## config.mk

```make
export PLATFORM = sky130hd
export DESIGN_NAME = bod_front
export DESIGN_NICKNAME = d
export VERILOG_FILES = /design/src/rtl/band_okvs_decoder_top_macros.svh /design/src/rtl/bod_pkg.sv /design/src/rtl/bod_front.sv
export SDC_FILE = /design/constraint.sdc
export NUM_CORES = 1
export LEC_CHECK = 0
export ABC_AREA = 1
export BUFFER_PORTS_ARGS = -buffer_cell sky130_fd_sc_hd__buf_2
export CORE_AREA = 2 2 214 216
export CTS_CLUSTER_DIAMETER = 60
export DETAILED_ROUTE_END_ITERATION = 10
export DIE_AREA = 0 0 216 218
export GPL_ROUTABILITY_DRIVEN = 0
export GPL_TIMING_DRIVEN = 0
export PLACE_DENSITY = 0.76
export SYNTH_ARGS = -nofsm -noshare
export SYNTH_HDL_FRONTEND = slang
export SYNTH_SLANG_ARGS = --single-unit
```

## constraint.sdc

```tcl
create_clock -name clk -period 14.36 [get_ports clk]
set_clock_uncertainty 0.05 [all_clocks]
set_input_delay 0.718 -clock clk [delete_from_list [all_inputs] [get_ports clk]]
set_output_delay 0.718 -clock clk [all_outputs]
set_load 0.01 [all_outputs]
```

## src/rtl/band_okvs_decoder_top_macros.svh

```systemverilog
// Assertion macros used by the band decoder top file.
`ifndef BAND_OKVS_DECODER_TOP_MACROS_SVH
`define BAND_OKVS_DECODER_TOP_MACROS_SVH

// Same-cycle implication, checked on every clock edge out of reset.
`define BOD_ASSERT_NOW(label, ante, cons, msg) \
  label: assert property (@(posedge clk) disable iff (!rst_n) (ante) |-> (cons)) \
    else $error(msg);

// Next-cycle implication, checked on every clock edge out of reset.
`define BOD_ASSERT_NEXT(label, ante, cons, msg) \
  label: assert property (@(posedge clk) disable iff (!rst_n) (ante) |=> (cons)) \
    else $error(msg);

`endif

```

## src/rtl/bod_pkg.sv

```systemverilog
package bod_pkg;

  localparam int unsigned SLOTS_DEF     = 4096;
  localparam int unsigned BAND_BITS_DEF = 128;
  localparam int unsigned SPAN_W        = 12;
  localparam int unsigned SLOT_W        = 12;
  localparam int unsigned DIV_W         = 64;
  localparam logic [SPAN_W-1:0] SPAN_RESET = 12'd3968;

  localparam logic OP_WRITE = 1'b0;
  localparam logic OP_QUERY = 1'b1;

  typedef struct packed {
    logic              op;
    logic [SLOT_W-1:0] slot;
    logic [63:0]       data_lo;
    logic [63:0]       data_hi;
    logic [63:0]       band_lo;
    logic [63:0]       band_hi;
  } in_item_t;

  typedef struct packed {
    logic [63:0] value_lo;
    logic [63:0] value_hi;
  } out_item_t;

  // Queue side of the link between the front and the back.
  typedef struct packed {
    logic     valid;
    in_item_t item;
  } queue_head_t;

  typedef struct packed {
    logic idle;
    logic ram_we;
    logic pop;
  } back_status_t;

  typedef enum logic [2:0] {
    BK_IDLE,
    BK_MOD,
    BK_SWEEP,
    BK_DRAIN,
    BK_FIN
  } back_state_t;

endpackage

```

## src/rtl/bod_front.sv

```systemverilog
module bod_front (
  input  logic                 clk,
  input  logic                 rst_n,
  input  logic                 in_valid,
  output logic                 in_ready,
  input  bod_pkg::in_item_t    in_item,
  output bod_pkg::queue_head_t head,
  input  logic                 pop
);

  // Two-entry queue that lets the input side run ahead of a long query.
  bod_pkg::in_item_t ent_r [2];
  logic       wr_ptr_r, wr_ptr_nxt;
  logic       rd_ptr_r, rd_ptr_nxt;
  logic [1:0] cnt_r, cnt_nxt;
  logic       push;

  assign in_ready = (cnt_r != 2'd2);
  assign push     = in_valid && in_ready;

  always_comb begin
    wr_ptr_nxt = push ? ~wr_ptr_r : wr_ptr_r;
    rd_ptr_nxt = pop  ? ~rd_ptr_r : rd_ptr_r;
    cnt_nxt    = cnt_r + 2'(push) - 2'(pop);
  end

  always_ff @(posedge clk) begin
    if (!rst_n) begin
      wr_ptr_r <= 1'b0;
      rd_ptr_r <= 1'b0;
      cnt_r    <= 2'd0;
    end else begin
      wr_ptr_r <= wr_ptr_nxt;
      rd_ptr_r <= rd_ptr_nxt;
      cnt_r    <= cnt_nxt;
    end
  end

  always_ff @(posedge clk) begin
    if (push) begin
      ent_r[wr_ptr_r] <= in_item;
    end
  end

  assign head.valid = (cnt_r != 2'd0);
  assign head.item  = ent_r[rd_ptr_r];

endmodule

```

* After elaboration in Yosys (flattened, before gate mapping)
Memory sizes are Yosys's and may differ from the RTL's. A register that Yosys moved wholly into a read port is not among the register bits.
Cells that the tools add are included.
** Cells by class
- Add/sub/neg operators :: 2
- Eq/ne operators :: 1
- Muxes and demuxes :: 4
- Bitwise logic cells :: 2
- Reductions and logical operators :: 2
** Operators with widths (count)
- 1-bit 2-to-1 mux :: 4
- 2-bit by 1-bit adder with 2-bit output :: 1
- 2-bit inequality test (second input constant) :: 1
- 1-bit inverter :: 2
- 2-bit nonzero test :: 1
- 2-bit by 1-bit subtractor with 2-bit output :: 1
- 1-bit logical AND :: 1
** Storage, ports and cells
- Bits in registers :: 4
- RAM bits :: 538
- Output and inout bits :: 271
- Word-level logic and storage cells :: 15
- Memories :: 1
** Memory list
- ent_r :: depth 2, width 269, read ports 1, clocked after memory_dff 1, wr ports 1, RTL line bod_front.sv:12 : bod_pkg::in_item_t ent_r [2];

* Logic depth before layout (Yosys ltp)
Gate-level depths: netlist (run 1).
- Depth in word-level cells :: 4
- Mapped depth :: 11

* Least setup slack after synthesis (run 1)
OpenSTA, ideal clock, no wires.
- Path type :: input port to flip-flop
- Start point :: input in_valid
- End point :: memory ent_r[1][0] (netlist bit) (enable)
- Library setup time :: 0.907 ns
- Arrival :: 12.031 ns
- Required time :: 13.403 ns
- Slack :: 1.372 ns
- Stages :: 2
- Path buffers :: 0
- Path through :: nand2_1 > nor2_1
** Between the ends
- Longest elaborated chain between the ends :: 3
** RTL lines
- start, declared :: RTL line bod_front.sv:4 : input logic in_valid,
- 1-bit logical AND :: RTL line bod_front.sv:19 : assign push = in_valid && in_ready;
- 1-bit 2-to-1 mux :: RTL line bod_front.sv:40 : if (push) begin
- 1-bit 2-to-1 mux (not written as such) :: RTL line bod_front.sv:41 : ent_r[wr_ptr_r] <= in_item;
- end, declared :: RTL line bod_front.sv:12
Every way passes these cells.

==> results of run 1 <==
[per-stage QoR]
| step | total power, mW | hold slack, ns |
|---|---|---|
| after CTS | 3.81 | 0.227 |
| after global placement | 2.53 | 0.437 |
| after floorplan | 2.30 | 0.413 |
| after detailed placement | 2.48 | 0.444 |
| after global routing | 3.90 | 0.240 |
| final | 3.77 | 0.270 |
[report_power, final]
part           switching [mW]  internal, mW
combinational           0.264         0.246
clock                   0.573         0.755
sequential             0.0313          1.90
total                   0.868          2.90
[layout make-up]
type / count / area, sq um / share of cell area, %
Buffer: 30 / 307 / 1.18
Sequential cell: 543 / 16300 / 62.4
Tap cell: 600 / 751 / 2.88
Clock buffer: 62 / 1400 / 5.39
Multi-Input combinational cell: 292 / 3900 / 15.0
Antenna cell: 5 / 12.5 / 0.0481
Clock inverter: 38 / 279 / 1.07
Inverter: 5 / 18.8 / 0.0721
Timing Repair Buffer: 561 / 3110 / 11.9
[kinds of logic (layout without fill, tap and decap cells)]
kind of cell,count (synthesis),after routing,synth area share [%]
compound gates,1,1,0.0244
buf+inv,35,696,1.59
simple gates,20,20,0.373
mux,269,269,18.5
flops,543,543,79.4
other cells,0,5,0
fa+ha+maj,1,1,0.0611
xor+xnor,1,1,0.0428
[flip-flops by register name, summed over array words and instances (netlist names), named ones only]
name,flops
rd_ptr_r,1
wr_ptr_r,1
ent_r,538
cnt_r,2
[placed cells by master, fill, tap and decap left out, drive strengths merged]
cell type	netlist	final
buf	30	591
edfxtp	538	538
mux2	269	269
clkbuf	0	62
clkinv	0	28
nand2	12	12
inv	5	7
nor2	7	7
diode	0	5
dfxtp	5	5
clkinvlp	0	5
bufinv	0	3
xnor2	1	1
a21oi	1	1
nand3	1	1
ha	1	1
[per-layer routing]
| metal | track usage, % | wire length (um) |
|---|---|---|
| met5 | 0 | 78 |
| met4 | 6.51 | 1120 |
| met3 | 5.90 | 3650 |
| met2 | 33.1 | 23500 |
| met1 | 20.2 | 16100 |
[worst max-delay path: stages, from the launching register on]
cell     delay [ns]
dfxtp_1        0.32
buf_6          0.15
buf_6          0.24
buf_6          0.25
mux2_4         0.37
buf_2          0.15
[path summary, 6_finish.rpt]
check,start,slack [ns],depth (start not counted),to
worst max-delay path,flop,11.50,5,head[160]
worst min-delay path,in_item[14],0.27,1,ent_r[1][14]
worst max register to register,cnt_r[0],11.56,8,ent_r[1][213]
worst min register to register,rd_ptr_r,0.46,2,flop
==> results by group, run 1 <==
Status
  – Run status: finished clean

Pwr
  – Power per cell area: 145 nW/um^2
  – Static leakage: 10.2 nW
  – Worst VDD drop: 0.109 mV

Floorplan
  – Num rows: 78
  – Core area: 44900 sq um
  – Die ar.: 47100 sq um
  – DIE HEIGHT: 218 um
  – Die W: 216 um
  – Initial core utilization: 45.6%
  – # IOs: 544

Timing
  – Peak Freq: 349 MHz
  – Worst slew pin tran: 0.823 ns
  – Rel. slew slack: 45.0%
  – Setup ws final: 11.50 ns
  – Count of pins over their slew limit: 0
  – Final TNS setup: 0 ns
  – Endpoints failing setup: 0
  – Min Tclk post-route: 2.86 ns
  – Final period util: 19.9%
  – RSZ-0062 raised after global routing: no
  – Final Hold Viols: 0

Drt
  – Overall routed net length: 44.4 mm
  – Remaining antenna violation count: 0
  – Via/cell ratio: 4.87
  – Initial drt markers: 660
  – Vias: 10395
  – Residual DRC: 0
  – DRT Pass-1 Iters: 4
  – Routed len/inst: 20.8 um

Worst setup path
  – Crit Path Max Fanout: 10
  – Crit. End Element: output pin
  – Setup CP Type: reg -> out
  – Critical Path RT: 13.59 ns
  – Critical Path AT: 2.09 ns
  – CP Launch Type: flop

Synth
  – Seq/Total Area, Yosys: 79.4%
  – Main area contributors after synthesis: edfxtp_1 79%, mux2_4 15%, mux2_2 3.8%, buf_6 1.4%, dfxtp_1 0.49%
  – Number of synthesized flops with an enable pin: 538
  – Leading area contributor after synthesis: edfxtp_1
  – Post-synth cell types: 13
  – Syn Nets: 1144
  – Synth warn: 0
  – Post-synth top flop: edfxtp_1
  – Top post-synthesis cells by count: 538 x edfxtp_1, 200 x mux2_4, 69 x mux2_2
  – Synthesis-stage register bit count: 543
  – Average cell area after synthesis: 23.5 sq um
  – Ys async rst share: 0%
  – Most common cell in the netlist: edfxtp_1
  – Synth top area share: 78.9%
  – Cell Area, Synth: 20500 sq um
  – Syn Inst Count: 870

Placed design
  – Dpl ws: 11.21 ns
  – Placed cells: 2031
  – Port bufs: 543
  – Hpwl dp: 32.3 mm
  – Placement Cell Area: 24300 sq um

Global routing
  – Total grt overflow: 0
  – Initial antenna violation count: 11
  – Tot GR Track Use: 18.3%
  – Number of global-route vias before repair: 11032
  – Largest net degree at the start of global routing: 33
  – First-pass GRT wire length: 64.8 mm

Layout
  – Area Overhead vs Synth: 27.2%
  – Final-stage net count: 1761
  – Final Cell Area: 26000 sq um
  – Finished Core Util: 58.0%
  – Final std cells w/o fill: 2136
  – Layout cell share with drive strength beyond 1: 61.5%
  – Filler Cell Count: 3367

CTS
  – CTS Sinks: 543
  – CTS tree: built
  – Hold Buf Count CTS: 0
  – Largest buffer count on any clock path: 3
  – Postcts setup bufs: 0
  – CTS clock-pin slew for the worst setup and hold paths: 0.06 ns
  – CTS Buf Count: 54
  – # resized after CTS: 0
  – H-tree depth: 2
  – Root Driver: clkbuf_16
  – Worst skew pair latency: 0.58 ns

Run
  – Max_cap viols: 0

Worst hold path
  – Worst min path class: in -> reg
Note: power is estimated with default switching activity, not from simulation.
==> run 2, diff against run 1 <==
--- a/config.mk
+++ b/config.mk
@@ -7,13 +7,13 @@
 export LEC_CHECK = 0
 export ABC_AREA = 1
 export BUFFER_PORTS_ARGS = -buffer_cell sky130_fd_sc_hd__buf_2
-export CORE_AREA = 2 2 214 216
+export CORE_MARGIN = 2
+export CORE_UTILIZATION = 47
 export CTS_CLUSTER_DIAMETER = 60
 export DETAILED_ROUTE_END_ITERATION = 10
-export DIE_AREA = 0 0 216 218
 export GPL_ROUTABILITY_DRIVEN = 0
 export GPL_TIMING_DRIVEN = 0
-export PLACE_DENSITY = 0.76
+export PLACE_DENSITY = 0.8
 export SYNTH_ARGS = -nofsm -noshare
 export SYNTH_HDL_FRONTEND = slang
 export SYNTH_SLANG_ARGS = --single-unit
==> constraint.sdc (replaced) <==
create_clock -name clk -period 2.6 [get_ports clk]
set_clock_uncertainty 0.05 [all_clocks]
set_input_delay 0.13 -clock clk [delete_from_list [all_inputs] [get_ports clk]]
set_output_delay 0.13 -clock clk [all_outputs]
set_load 0.01 [all_outputs]
==> run 2 against run 1 <==
Routed wire length rose by 23%. Die area fell by 4.0%. Non-clock buffer count increased by 276. Sequential share of layout area fell by 6.1 points. Sequential power grew to 5.5 times the previous value. Power rose to 5.8 times the previous value. Core utilization grew 9.2 points. Final cell count increased by 12%. Highest routed layer unchanged.
==> results by group, run 2 (synthesis results as in run 1) <==
Layout
  – Most common cell after layout, fill and taps aside: buf_2 (unchanged)
  – Area Overhead vs Synth: 41.0% (was 27.2%)
  – Filler Cell Count: 2635 (was 3367)
  – Most frequent cells in the layout: 548 x buf_2, 538 x edfxtp_1, 273 x dlygate4sd3_1 (was 548 x buf_2, 538 x edfxtp_1, 200 x mux2_4)
  – Max reg flops: 538 (unchanged)
  – Layout cell share with drive strength beyond 1: 52.3% (was 61.5%)
  – Top reg by flops: ent_r (unchanged)
  – Final-stage net count: 2037 (was 1761)
  – Reg area: 16300 sq um (about the same)
  – Multi-input gate area: 3910 sq um (was 3900 sq um)
  – Finished Core Util: 67.2% (was 58.0%)
  – Largest regs: ent_r (538), cnt_r (2) (unchanged)
  – Final std cells w/o fill: 2393 (was 2136)

Pwr
  – Static leakage: 11.4 nW (was 10.2 nW)
  – Worst VDD drop: 0.706 mV (was 0.109 mV)
  – Power per cell area: 753 nW/um^2 (was 145 nW/um^2)

CTS
  – CTS Sinks: 543 (unchanged)
  – Largest buffer count on any clock path: 3 (unchanged)
  – # resized after CTS: 0 (unchanged)
  – Root Driver: clkbuf_16 (unchanged)
  – H-tree depth: 2 (unchanged)
  – Worst skew pair latency: 0.59 ns (was 0.58 ns)
  – CTS clock-pin slew for the worst setup and hold paths: 0.07 ns (was 0.06 ns)
  – CTS tree: built (unchanged)
  – CTS Buf Count: 54 (unchanged)

Timing
  – Setup ws final: 0.205 ns (was 11.50 ns)
  – Final TNS setup: 0 ns (unchanged)
  – Rel. slew slack: 67.9% (was 45.0%)
  – Endpoints failing setup: 0 (unchanged)
  – Worst slew pin tran: 0.481 ns (was 0.823 ns)
  – RSZ-0062 raised after global routing: no (unchanged)
  – Min Tclk post-route: 2.39 ns
  – Count of pins over their slew limit: 0 (unchanged)
  – Peak Freq: 418 MHz
  – Final Hold Viols: 0 (unchanged)
  – Final period util: 92.1%

Drt
  – Remaining antenna violation count: 0 (unchanged)
  – Routed len/inst: 22.9 um (was 20.8 um)
  – DRT Pass-1 Iters: 5 (was 4)
  – Overall routed net length: 54.8 mm (was 44.4 mm)
  – Residual DRC: 0 (unchanged)
  – Initial drt markers: 845 (was 660)
  – Via/cell ratio: 5.01 (was 4.87)
  – Vias: 11980 (was 10395)

Status
  – Run status: finished clean (unchanged)

Run
  – Max_cap viols: 0 (unchanged)

Placed design
  – Port bufs: 543 (unchanged)
  – Dpl ws: -0.0798 ns (was 11.21 ns)
  – Hpwl dp: 32.2 mm (was 32.3 mm)
  – Placed cells: 2017 (was 2031)

Floorplan
  – Num rows: 76 (was 78)
  – DIE HEIGHT: 213 um (was 218 um)
  – # IOs: 544 (unchanged)
  – Die W: 213 um (was 216 um)
  – Initial core utilization: 47.6% (was 45.6%)
  – Die ar.: 45200 sq um (was 47100 sq um)
  – Core area: 43000 sq um (was 44900 sq um)

Global routing
  – First-pass GRT wire length: 78.8 mm (was 64.8 mm)
  – Total grt overflow: 0 (unchanged)
  – Initial antenna violation count: 6 (was 11)
  – Largest net degree at the start of global routing: 34 (was 33)
  – Number of global-route vias before repair: 13133 (was 11032)
  – Tot GR Track Use: 23.7% (was 18.3%)

Worst hold path
  – Worst min path class: in -> reg (unchanged)

Worst setup path
  – Crit Path Max Fanout: 33 (was 10)
  – CP Launch Type: flop (unchanged)
  – Critical Path AT: 2.61 ns (was 2.09 ns)
  – Crit. End Element: flop (was output pin)
  – Setup CP Type: reg -> reg (was reg -> out)
  – Critical Path RT: 2.81 ns (was 13.59 ns)
## run 2: changes by cell type in the layout (fill, tap and decap cells not counted), sizes merged
cell	change
diode	+1
clkinv	-10
bufinv	+3
buf	+3
clkbuf	+6
clkinvlp	-4
dlygate4sd3	+273
## run 2: cell type report
cell class | instances | share of cell area, %
antenna | 6 | 0.0520
inverter | 5 | 0.0650
tap | 585 | 2.54
clock buffer | 68 | 4.94
multi-input combinational | 292 | 13.6
sequential | 543 | 56.3
clock inverter | 27 | 1.08
buffer | 30 | 1.06
timing repair buffer | 837 | 20.4
## run 2: report_power, final
part           switching [mW]  internal [mW]
clock network            3.27           4.48
logic                    1.64           1.64
registers               0.213           10.5
total                    5.13           16.6
## run 2: worst paths after layout
path,slack [ns],cells past startpoint,startpoint,end
worst max-delay path,0.21,8,cnt_r[0],ent_r[0][214]
worst min-delay path,0.21,2,in_item[218],ent_r[0][218]
worst max register to register,0.21,8,cnt_r[0],ent_r[0][214]
worst min register to register,0.47,2,rd_ptr_r,flop
## run 2: worst max-delay path, stage by stage (launching register included)
cell and delay [ns]:
dfxtp_2 0.34, inv_2 0.06, nand2_4 0.06, nand2_4 0.10, nor2_4 0.40, buf_12 0.28
buf_12 0.24, buf_12 0.25, buf_12 0.24
## run 2: routing by layer
layer / wire, um / global-route usage, % / vias to the layer above
met5: 13 / 0 / -
met4: 2300 / 11.0 / 2
met3: 4860 / 6.81 / 134
met2: 28400 / 42.2 / 638
met1: 19200 / 26.1 / 5946
li1: - / - / 5260
## run 2: metrics by stage
step / power, mW / hold WS, ns / cell area [sq um]
floorplan: 12.5 / 0.173 / 20500
global placement: 13.6 / 0.268 / 23900
detailed placement: 13.7 / 0.271 / 24400
CTS: 21.7 / 0.160 / 28800
global route: 22.4 / 0.196 / 28900
finish: 21.7 / 0.208 / 28900
## run 2: timing repair
action                                  4_1_cts  5_1_grt
endpoints found under the setup margin       21        0
hold buffers                                273        0
hold endpoints to repair                    554        0
buffers inserted                              2        0
==> run 3, diff against run 2 <==
--- a/config.mk
+++ b/config.mk
@@ -13,7 +13,7 @@
 export DETAILED_ROUTE_END_ITERATION = 10
 export GPL_ROUTABILITY_DRIVEN = 0
 export GPL_TIMING_DRIVEN = 0
-export PLACE_DENSITY = 0.8
+export PLACE_DENSITY_LB_ADDON = 0.3
 export SYNTH_ARGS = -nofsm -noshare
 export SYNTH_HDL_FRONTEND = slang
 export SYNTH_SLANG_ARGS = --single-unit
==> run 3 against run 2 <==
Power decreased by 0.83%. Largest power group unchanged. Register-to-register slack improved by 0.08 ns. Die area unchanged. Sequential share of layout area decreased by 0.098 points. Critical path type unchanged. Worst setup slack improved by 0.080 ns. Combinational power about the same. Via count decreased by 3.5%. Final cell count increased by 0.25%. Non-clock buffer count unchanged.
==> results by group, run 3 (synthesis results as in run 1) <==
Timing
  – Final period util: 89.0% (was 92.1%)
  – WHS: 0.207 ns (was 0.208 ns)
  – Peak Freq: 432 MHz (was 418 MHz)
  – RSZ-0062 raised after global routing: no (unchanged)
  – Endpoints failing setup: 0 (unchanged)
  – Final Hold Viols: 0 (unchanged)
  – Worst slew pin tran: 0.721 ns (was 0.481 ns)
  – Rel. slew slack: 51.9% (was 67.9%)
  – Min Tclk post-route: 2.31 ns (was 2.39 ns)
  – Count of pins over their slew limit: 0 (unchanged)

CTS
  – CTS clock-pin slew for the worst setup and hold paths: 0.06 ns (was 0.07 ns)
  – Root Driver: clkbuf_16 (unchanged)
  – CTS Buf Count: 56 (was 54)
  – Largest buffer count on any clock path: 3 (unchanged)
  – CTS Sinks: 543 (unchanged)
  – H-tree depth: 2 (unchanged)
  – CTS tree: built (unchanged)
  – Worst skew pair latency: 0.58 ns (was 0.59 ns)

Pwr
  – Clk network pwr share: 35.4% (was 35.6%)
  – Seq pwr share: 49.5% (was 49.2%)
  – Sw frac: 23.2% (was 23.6%)
  – Logic pwr share: 15.1% (about the same)
  – Worst VDD drop: 0.625 mV (was 0.706 mV)
  – Pint: 16.6 mW (about the same)
  – Switching Power: 4.99 mW (was 5.13 mW)
  – Power per cell area: 746 nW/um^2 (was 753 nW/um^2)
  – Static leakage: 11.4 nW (about the same)

Drt
  – Routed len/inst: 20.5 um (was 22.9 um)
  – Residual DRC: 0 (unchanged)
  – Remaining antenna violation count: 0 (unchanged)
  – DRT Pass-1 Iters: 5 (unchanged)
  – Overall routed net length: 49.1 mm (was 54.8 mm)
  – Initial drt markers: 689 (was 845)
  – Via/cell ratio: 4.82 (was 5.01)
  – Vias: 11555 (was 11980)

Worst setup path
  – Crit path top cell by count: buf_16 (was buf_12)
  – CP cell instances: inv_1, nor2_4, buf_12, buf_16, buf_16, buf_16 (was inv_2, nand2_4, nand2_4, nor2_4, buf_12, buf_12, buf_12, buf_12)
  – Critical Path AT: 2.54 ns (was 2.61 ns)
  – Critical Path RT: 2.83 ns (was 2.81 ns)
  – Setup CP Type: reg -> reg (unchanged)
  – Slowest cell on crit path: nor2_4 (unchanged)
  – Worst path max stage delay: 0.44 ns (was 0.40 ns)
  – CP top delay family: buffers and inverters (unchanged)
  – CP Launch Type: flop (unchanged)
  – Crit Path Max Fanout: 29 (was 33)
  – WP buf/inv: 5 (unchanged)
  – Crit. End Element: flop (unchanged)

Layout
  – Top reg by flops: ent_r (unchanged)
  – Final-stage net count: 2041 (was 2037)
  – Largest regs: ent_r (538), cnt_r (2) (unchanged)
  – Final std cells w/o fill: 2399 (was 2393)
  – Most frequent cells in the layout: 548 x buf_2, 538 x edfxtp_1, 273 x dlygate4sd3_1 (unchanged)
  – Area Overhead vs Synth: 41.3% (was 41.0%)
  – Final Cell Area: 28900 sq um (about the same)
  – Most common cell after layout, fill and taps aside: buf_2 (unchanged)
  – Max reg flops: 538 (unchanged)
  – Layout cell share with drive strength beyond 1: 52.2% (was 52.3%)

Floorplan
  – DIE HEIGHT: 213 um (unchanged)
  – Core area: 43000 sq um (unchanged)
  – # IOs: 544 (unchanged)
  – Num rows: 76 (unchanged)
  – Die ar.: 45200 sq um (unchanged)
  – Die W: 213 um (unchanged)
  – Initial core utilization: 47.6% (unchanged)

Placed design
  – Placement Cell Area: 24400 sq um (about the same)
  – Placed cells: 2018 (was 2017)
  – Hpwl dp: 31.4 mm (was 32.2 mm)
  – Port bufs: 543 (unchanged)

Run
  – Max_cap viols: 0 (unchanged)

Status
  – Run status: finished clean (unchanged)

Global routing
  – Total grt overflow: 0 (unchanged)
  – Largest net degree at the start of global routing: 32 (was 34)
  – Initial antenna violation count: 6 (unchanged)
  – Number of global-route vias before repair: 12627 (was 13133)
  – Tot GR Track Use: 21.1% (was 23.7%)
  – First-pass GRT wire length: 71.6 mm (was 78.8 mm)

Worst hold path
  – Worst min path class: in -> reg (unchanged)
==> run 3: repair_timing <==
item                       4_1_cts  5_1_grt
pin swaps                        2        1
hold endpoints to repair       543        0
gates resized for setup          5        0
setup endpoints to repair       73       29
gates cloned                     1        1
buffers inserted                 1        0
hold buffers                   273        0
==> run 3: power groups by stage <==
stage	combinational (mW)	clock, mW	sequential [mW]
floorplan	1.58	0	10.9
global placement	2.65	0	11.0
detailed placement	2.87	0	10.8
CTS	3.26	7.76	10.7
global route	3.47	8.14	10.7
finish	3.26	7.63	10.7
==> run 3: final timing paths <==
kind                from       endpoint  slack, ns  depth (start not counted)
max             wr_ptr_r  ent_r[1][158]       0.29                          6
min          in_item[73]   ent_r[1][73]       0.21                          2
max reg2reg     wr_ptr_r  ent_r[1][158]       0.29                          6
min reg2reg     rd_ptr_r           flop       0.46                          2
==> run 3: final cells by class <==
type / count / area [sq um]
Sequential cell: 543 / 16300
Fill cell: 2780 / 14100
Timing Repair Buffer: 837 / 5920
Multi-Input combinational cell: 294 / 3930
Clock buffer: 72 / 1480
Tap cell: 585 / 732
Buffer: 30 / 307
Clock inverter: 28 / 253
Inverter: 5 / 18.8
Antenna cell: 5 / 12.5
==> run 3: routing by layer <==
metal	vias to the layer above	part of all wire, %	GRT usage (%)
li1	5281	-	-
met1	5689	37	23.7
met2	482	52	37.7
met3	101	8.4	6.50
met4	2	3.1	7.96
met5	-	0.024	0
==> run 3: stage by stage <==
step	util (%)	TNS (ns)	power, mW	setup slack, ns
after floorplan	-	-1281.65	12.5	-2.39
after global placement	55.7	-2463.46	13.6	-4.61
after detailed placement	56.7	-13.04	13.7	-0.286
after CTS	67.2	-0.0564	21.7	-0.00513
after global routing	67.3	0	22.3	0.139
final	67.3	0	21.6	0.285
